### config.mk
export PLATFORM = sky130hd
export DESIGN_NAME = sorted_priority_queue_unit_flat
export DESIGN_NICKNAME = d
export VERILOG_FILES = /design/src/design/spq_pkg.sv /design/src/design/spq_req_if.sv /design/src/design/spq_rsp_if.sv /design/src/design/spq_cell.sv /design/src/design/sorted_priority_queue_unit.sv /design/src/flat_wrapper.sv
export SDC_FILE = /design/constraint.sdc
export NUM_CORES = 2
export LEC_CHECK = 0
export BUFFER_PORTS_ARGS = -buffer_cell sky130_fd_sc_hd__buf_4
export CAP_MARGIN = 20
export CORE_ASPECT_RATIO = 1.4
export CORE_UTILIZATION = 50
export DETAILED_ROUTE_END_ITERATION = 7
export GPL_ROUTABILITY_DRIVEN = 0
export PLACE_DENSITY = 0.67
export SLEW_MARGIN = 20
export SYNTH_ARGS = -nofsm -noshare
export SYNTH_HDL_FRONTEND = slang
export SYNTH_HIERARCHICAL = 1
export SYNTH_SLANG_ARGS = --single-unit
### constraint.sdc
create_clock -name clock -period 9.5 [get_ports clock]
set_input_delay 1.9 -clock clock [delete_from_list [all_inputs] [get_ports clock]]
set_output_delay 1.9 -clock clock [all_outputs]
set_load 0.03 [all_outputs]
### src/design/spq_pkg.sv
// Package for the sorted priority queue: depth, status and command codes, and the
// entry and command types that pass between the top level and the cells.
// No dependencies.
`default_nettype none

package spq_pkg;

   // Number of entries the queue holds.
   localparam int unsigned DEPTH = 16;

   // Command codes carried in the kind field of a request beat.
   localparam logic KIND_INSERT = 1'b0;
   localparam logic KIND_REMOVE = 1'b1;

   // Status codes returned in a response beat.
   typedef enum logic [1:0] {
      ST_INSERTED = 2'd0,
      ST_REMOVED  = 2'd1,
      ST_EMPTY    = 2'd2,
      ST_FULL     = 2'd3
   } status_type;

   // One stored entry as held in a cell.
   typedef struct packed {
      logic        valid;
      logic [31:0] job;
      logic [31:0] prio;
   } entry_type;

   // Command broadcast to every cell in the cycle a request beat is taken.
   typedef struct packed {
      logic        insert;
      logic        remove;
      logic [31:0] job;
      logic [31:0] prio;
   } cmd_type;

endpackage

`default_nettype wire

### src/design/spq_req_if.sv
// Request channel of the sorted priority queue: valid/ready handshake with the
// insert or remove command. Depends on nothing.
`default_nettype none

interface spq_req_if;
   logic               valid;
   logic               ready;
   logic               kind;
   logic signed [31:0] job_number;
   logic signed [31:0] job_priority;

   modport source (output valid, output kind, output job_number, output job_priority,
                   input ready);
   modport sink   (input valid, input kind, input job_number, input job_priority,
                   output ready);
endinterface

`default_nettype wire

### src/design/spq_rsp_if.sv
// Response channel of the sorted priority queue: valid/ready handshake with the
// status and the served entry. Depends on nothing.
`default_nettype none

interface spq_rsp_if;
   logic               valid;
   logic               ready;
   logic [1:0]         status;
   logic signed [31:0] served_job;
   logic signed [31:0] served_priority;

   modport source (output valid, output status, output served_job, output served_priority,
                   input ready);
   modport sink   (input valid, input status, input served_job, input served_priority,
                   output ready);
endinterface

`default_nettype wire

### src/design/spq_cell.sv
// One cell of the sorted shift array: holds a single entry and updates it from the
// broadcast command and its two neighbors. Depends on spq_pkg.
`default_nettype none

module spq_cell (
   input  wire logic               clock,
   input  wire logic               reset,
   input  wire spq_pkg::cmd_type   cmd,
   input  wire spq_pkg::entry_type left_entry,
   input  wire logic               left_ge,
   input  wire spq_pkg::entry_type right_entry,
   output spq_pkg::entry_type      entry,
   output logic                    ge
);

   logic        valid_ff;
   logic        valid_in;
   logic [31:0] job_ff;
   logic [31:0] job_in;
   logic [31:0] prio_ff;
   logic [31:0] prio_in;

   // An empty cell acts as an infinitely large priority, so the new entry lands
   // in the first cell whose priority is at least its own.
   assign ge = !valid_ff || ($signed(prio_ff) >= $signed(cmd.prio));

   assign entry = '{valid: valid_ff, job: job_ff, prio: prio_ff};

   // Insert shifts the tail right from the landing cell; remove shifts all left.
   always_comb begin
      valid_in = valid_ff;
      job_in   = job_ff;
      prio_in  = prio_ff;
      if (cmd.insert && ge) begin
         if (left_ge) begin
            valid_in = left_entry.valid;
            job_in   = left_entry.job;
            prio_in  = left_entry.prio;
         end else begin
            valid_in = 1'b1;
            job_in   = cmd.job;
            prio_in  = cmd.prio;
         end
      end else if (cmd.remove) begin
         valid_in = right_entry.valid;
         job_in   = right_entry.job;
         prio_in  = right_entry.prio;
      end
   end

   // The valid bit is control state and is cleared by reset.
   always_ff @(posedge clock) begin
      if (reset) begin
         valid_ff <= 1'b0;
      end else begin
         valid_ff <= valid_in;
      end
   end

   // The payload needs no reset; an invalid cell's contents are never served.
   always_ff @(posedge clock) begin
      job_ff  <= job_in;
      prio_ff <= prio_in;
   end

endmodule

`default_nettype wire

### src/design/sorted_priority_queue_unit.sv
// Sorted priority queue built as a row of DEPTH cells kept in ascending priority
// order, head in cell 0; a new entry goes ahead of stored entries of equal
// priority. A request beat is taken whenever the response register is empty or
// is drained in the same cycle. Each beat updates every cell at once through a
// single signed compare and a neighbor select in each cell, so the rate is one
// beat per cycle while that register is free; the response appears in it in the
// cycle after the request is taken. Inserting into a full queue returns the full
// status and removing from an empty queue returns the empty status, both with
// zero job and priority. No clearing pass is needed after reset.
// Depends on spq_pkg, spq_req_if, spq_rsp_if and spq_cell.
`default_nettype none

module sorted_priority_queue_unit (
   input  wire logic clock,
   input  wire logic reset,
   spq_req_if.sink   req,
   spq_rsp_if.source rsp
);

   spq_pkg::entry_type   cell_entry [spq_pkg::DEPTH];
   logic                 cell_ge    [spq_pkg::DEPTH];
   logic [spq_pkg::DEPTH-1:0] cell_valid;
   spq_pkg::cmd_type     cmd;
   logic                 req_accept;
   logic                 queue_full;
   logic                 queue_empty;

   logic                 rsp_valid_ff;
   logic                 rsp_valid_in;
   spq_pkg::status_type  rsp_status_ff;
   spq_pkg::status_type  rsp_status_in;
   logic [31:0]          rsp_job_ff;
   logic [31:0]          rsp_job_in;
   logic [31:0]          rsp_prio_ff;
   logic [31:0]          rsp_prio_in;

   // Valid bits are contiguous from the head, so the ends tell full and empty.
   assign queue_full  = cell_valid[spq_pkg::DEPTH-1];
   assign queue_empty = !cell_valid[0];

   assign req.ready  = !rsp_valid_ff || rsp.ready;
   assign req_accept = req.valid && req.ready;

   // Command broadcast to the cells; refused beats leave the store unchanged.
   always_comb begin
      cmd.insert = req_accept && (req.kind == spq_pkg::KIND_INSERT) && !queue_full;
      cmd.remove = req_accept && (req.kind == spq_pkg::KIND_REMOVE) && !queue_empty;
      cmd.job    = req.job_number;
      cmd.prio   = req.job_priority;
   end

   // The row of cells, each wired to its left and right neighbors.
   for (genvar i = 0; i < spq_pkg::DEPTH; i++) begin : g_cell
      spq_pkg::entry_type left_entry;
      logic               left_ge;
      spq_pkg::entry_type right_entry;

      if (i == 0) begin : g_head
         assign left_entry = '0;
         assign left_ge    = 1'b0;
      end else begin : g_body
         assign left_entry = cell_entry[i-1];
         assign left_ge    = cell_ge[i-1];
      end

      if (i == spq_pkg::DEPTH - 1) begin : g_tail
         assign right_entry = '0;
      end else begin : g_inner
         assign right_entry = cell_entry[i+1];
      end

      spq_cell u_cell (
         .clock       (clock),
         .reset       (reset),
         .cmd         (cmd),
         .left_entry  (left_entry),
         .left_ge     (left_ge),
         .right_entry (right_entry),
         .entry       (cell_entry[i]),
         .ge          (cell_ge[i])
      );

      assign cell_valid[i] = cell_entry[i].valid;
   end

   // Response register: loaded on each taken beat, cleared when drained.
   always_comb begin
      rsp_valid_in  = rsp_valid_ff;
      rsp_status_in = rsp_status_ff;
      rsp_job_in    = rsp_job_ff;
      rsp_prio_in   = rsp_prio_ff;
      if (rsp_valid_ff && rsp.ready) begin
         rsp_valid_in = 1'b0;
      end
      if (req_accept) begin
         rsp_valid_in = 1'b1;
         rsp_job_in   = '0;
         rsp_prio_in  = '0;
         if (req.kind == spq_pkg::KIND_INSERT) begin
            rsp_status_in = queue_full ? spq_pkg::ST_FULL : spq_pkg::ST_INSERTED;
         end else if (queue_empty) begin
            rsp_status_in = spq_pkg::ST_EMPTY;
         end else begin
            rsp_status_in = spq_pkg::ST_REMOVED;
            rsp_job_in    = cell_entry[0].job;
            rsp_prio_in   = cell_entry[0].prio;
         end
      end
   end

   always_ff @(posedge clock) begin
      if (reset) begin
         rsp_valid_ff <= 1'b0;
      end else begin
         rsp_valid_ff <= rsp_valid_in;
      end
   end

   always_ff @(posedge clock) begin
      rsp_status_ff <= rsp_status_in;
      rsp_job_ff    <= rsp_job_in;
      rsp_prio_ff   <= rsp_prio_in;
   end

   assign rsp.valid           = rsp_valid_ff;
   assign rsp.status          = rsp_status_ff;
   assign rsp.served_job      = rsp_job_ff;
   assign rsp.served_priority = rsp_prio_ff;

   // Occupied cells always form an unbroken run starting at the head.
   a_valid_contiguous : assert property (@(posedge clock) disable iff (reset)
      ((cell_valid + 1'b1) & cell_valid) == '0)
      else $error("occupied cells are not contiguous from the head");

   // A successful insert adds exactly one occupied cell.
   a_insert_grows : assert property (@(posedge clock) disable iff (reset)
      cmd.insert |=> $countones(cell_valid) == $countones($past(cell_valid)) + 1)
      else $error("insert did not add exactly one entry");

   // A successful remove frees exactly one occupied cell.
   a_remove_shrinks : assert property (@(posedge clock) disable iff (reset)
      cmd.remove |=> $countones(cell_valid) + 1 == $countones($past(cell_valid)))
      else $error("remove did not free exactly one entry");

   // Only a removed status carries a served entry.
   a_zero_payload : assert property (@(posedge clock) disable iff (reset)
      (rsp_valid_ff && rsp_status_ff != spq_pkg::ST_REMOVED)
         |-> (rsp_job_ff == '0 && rsp_prio_ff == '0))
      else $error("non-remove response carries a nonzero entry");

   // Neighboring occupied cells stay in ascending priority order.
   for (genvar k = 0; k < spq_pkg::DEPTH - 1; k++) begin : g_order_check
      a_sorted : assert property (@(posedge clock) disable iff (reset)
         cell_valid[k+1] |-> ($signed(cell_entry[k].prio) <= $signed(cell_entry[k+1].prio)))
         else $error("stored priorities are out of order");
   end

endmodule

`default_nettype wire

### src/flat_wrapper.sv
// flat-port wrapper written by rule: the top's interface ports become plain ports
module sorted_priority_queue_unit_flat 
  (clock, reset, req_valid, req_kind, req_job_number, req_job_priority, req_ready, rsp_valid, rsp_status, rsp_served_job, rsp_served_priority, rsp_ready);
  spq_req_if req_i ();
  spq_rsp_if rsp_i ();
  input  wire logic clock;
  input  wire logic reset;
  input wire logic [$bits(req_i.valid)-1:0] req_valid;
  input wire logic [$bits(req_i.kind)-1:0] req_kind;
  input wire logic [$bits(req_i.job_number)-1:0] req_job_number;
  input wire logic [$bits(req_i.job_priority)-1:0] req_job_priority;
  output wire logic [$bits(req_i.ready)-1:0] req_ready;
  output wire logic [$bits(rsp_i.valid)-1:0] rsp_valid;
  output wire logic [$bits(rsp_i.status)-1:0] rsp_status;
  output wire logic [$bits(rsp_i.served_job)-1:0] rsp_served_job;
  output wire logic [$bits(rsp_i.served_priority)-1:0] rsp_served_priority;
  input wire logic [$bits(rsp_i.ready)-1:0] rsp_ready;
  assign req_i.valid = req_valid;
  assign req_i.kind = req_kind;
  assign req_i.job_number = req_job_number;
  assign req_i.job_priority = req_job_priority;
  assign req_ready = req_i.ready;
  assign rsp_valid = rsp_i.valid;
  assign rsp_status = rsp_i.status;
  assign rsp_served_job = rsp_i.served_job;
  assign rsp_served_priority = rsp_i.served_priority;
  assign rsp_i.ready = rsp_ready;
  sorted_priority_queue_unit u_core (.clock(clock), .reset(reset), .req(req_i), .rsp(rsp_i));
endmodule
==> results.txt <==
outcome -> finished clean
Final nets -> 6833
clk_skew -> 34.8 ps
largest net degree at the start of global routing -> 97
most frequent cells in the layout -> 1090 x edfxtp_1, 848 x mux2_2, 720 x mux2_1
Hold Crit Depth -> 1
R2R depth -> 9
Final Hold Viols -> 0
TritonCTS buffer count -> 110
Hold Slack -> 523 ps
post-route ant nets -> 0
Max clock buf depth -> 3
vias in the first global route -> 47931
leakage power -> 31.0 nW
Slew HR -> 0.313
Peak supply drop -> 0.138 mV
# clock sinks -> 1107
worst slew pin tran -> 1030 ps
Hold Path Class -> reg2reg
share of cells above drive strength 1 -> 0.203
number of post-CTS setup repair buffers -> 0
Post-Syn Area -> 72000 sq um
CP delay by family, top -> simple AND/OR/NAND/NOR gates
Critical Path Sink Type -> register
Die H -> 451 microns
Tmin final -> 5690 ps
Initial Utilization -> 0.504
CTS root buf -> clkbuf_16
HPWL Detailed -> 121 mm
Slowest-stage cell, CP -> nor4_1
drt pass-1 iters -> 6
Clk Latency, worst-skew pair -> 750 ps
IO Count -> 137
grt ovf -> 0
DRC viols -> 0
Synth Instances -> 6136
YS warnings -> 6
Arrival @ worst endpoint -> 6050 ps
DR vias/cell -> 5.63
initial antenna violation count -> 4
Crit path top cell by count -> buf_4
RSZ-0062 raised after global routing -> false
final number of setup-violating endpoints -> 0
Fmax -> 0.176 GHz
core area -> 143000 sq um
CP peak stage delay -> 690 ps
pwr/cell area -> 157 nW/um^2
average cell area after synthesis -> 11.7 sq um
vias post-DR -> 46507
P&R area growth vs syn -> 9.07%
CP required -> 9860 ps
TritonCTS clock tree -> built
worst-path fanout max -> 66
H-tree depth -> 3
CP Buf/Inv Count -> 4
cts repair resizes -> 0
Clk pin slew, worst setup/hold paths -> 60 ps
MaxCap Viol Count -> 0
drt wl/cell -> 19.4 microns
kind of critical path -> in2reg
# hold bufs at CTS -> 0
GRT Util Overall -> 0.218
fin crit share -> 0.599
CP cell instances -> buf_4 > inv_1 > ha_1 > nand4_1 > nor4_1 > a21oi_1 > and4_1 > a211oi_4 > buf_4 > or2_2 > buf_4
commonest non-fill, non-tap cell in the layout -> edfxtp_1
die area -> 146000 sq um
TNS Setup -> 0 ps
first-pass GRT wire length -> 257 mm
CP startpoint kind -> primary input
die width -> 323 microns
Rows -> 164
initial DRC count -> 2971
max-slew violation count -> 0
Critical Path Stages -> 11
Buffers on Ports -> 136
final WL -> 160 mm
## through the flow
stage	util	total power [mW]	area (sq um)	cells	worst slack, ps
2_1_floorplan	-	7.30	72500	6266	3260
3_3_place_gp	0.523	7.73	74800	8049	3160
3_5_place_dp	0.523	7.82	74800	8049	3060
4_1_cts	0.550	12.5	78500	8256	3850
5_1_grt	0.550	12.9	78500	8257	3690
6_report	0.550	12.4	78500	8257	3810
## final cells by class
cell class	instances	area (sq um)
well taps	1909	2390
diodes	1	2.50
clock inverters	84	992
fillers	12185	64300
clock buffers	123	2800
flip-flops and latches	1107	33100
multi-input cells	4278	35700
inverters	563	2110
repair buffers	192	1440
## sequential cells by signal, summed over array words and instances (netlist names)
signal,cells
u_core/rsp.status,2
u_core/rsp.served_job,32
u_core/rsp.served_priority,32
u_core/g_cell.u_cell/job_ff,512
u_core/g_cell.u_cell/prio_ff,512
u_core/g_cell.u_cell/valid_ff,16
u_core/rsp.valid,1
## worst paths after layout
check | slack (ps) | endpoint | start
worst max-delay path | 3810 | u_core/g_cell[2].u_cell/job_ff[17]$_DFFE_PP_ | req_job_priority[14]
worst min-delay path | 520 | u_core/g_cell[14].u_cell/job_ff[26]$_DFFE_PP_ | u_core/g_cell[15].u_cell/job_ff[26]$_DFFE_PP_
worst max register to register | 4890 | u_core/g_cell[2].u_cell/job_ff[17]$_DFFE_PP_ | u_core/g_cell[2].u_cell/prio_ff[14]$_DFFE_PP_
worst min register to register | 520 | u_core/g_cell[14].u_cell/job_ff[26]$_DFFE_PP_ | u_core/g_cell[15].u_cell/job_ff[26]$_DFFE_PP_
## power breakdown
| part | internal, mW | switching, mW | total, mW |
|---|---|---|---|
| Clock | 2.70 | 1.95 | 4.64 |
| Combinational | 0.750 | 0.981 | 1.73 |
| Sequential | 5.80 | 0.197 | 5.99 |
| Total | 9.24 | 3.13 | 12.4 |
## routing by layer
| layer | up-vias | global-route usage | wire length (microns) |
|---|---|---|---|
| met1 | 22504 | 0.286 | 72600 |
| met4 | 4 | 0.0664 | 4100 |
| li1 | 22869 | - | - |
| met5 | - | 0 | 18 |
| met3 | 204 | 0.0235 | 6120 |
| met2 | 926 | 0.378 | 77600 |
(Power assumes the default switching activity.)
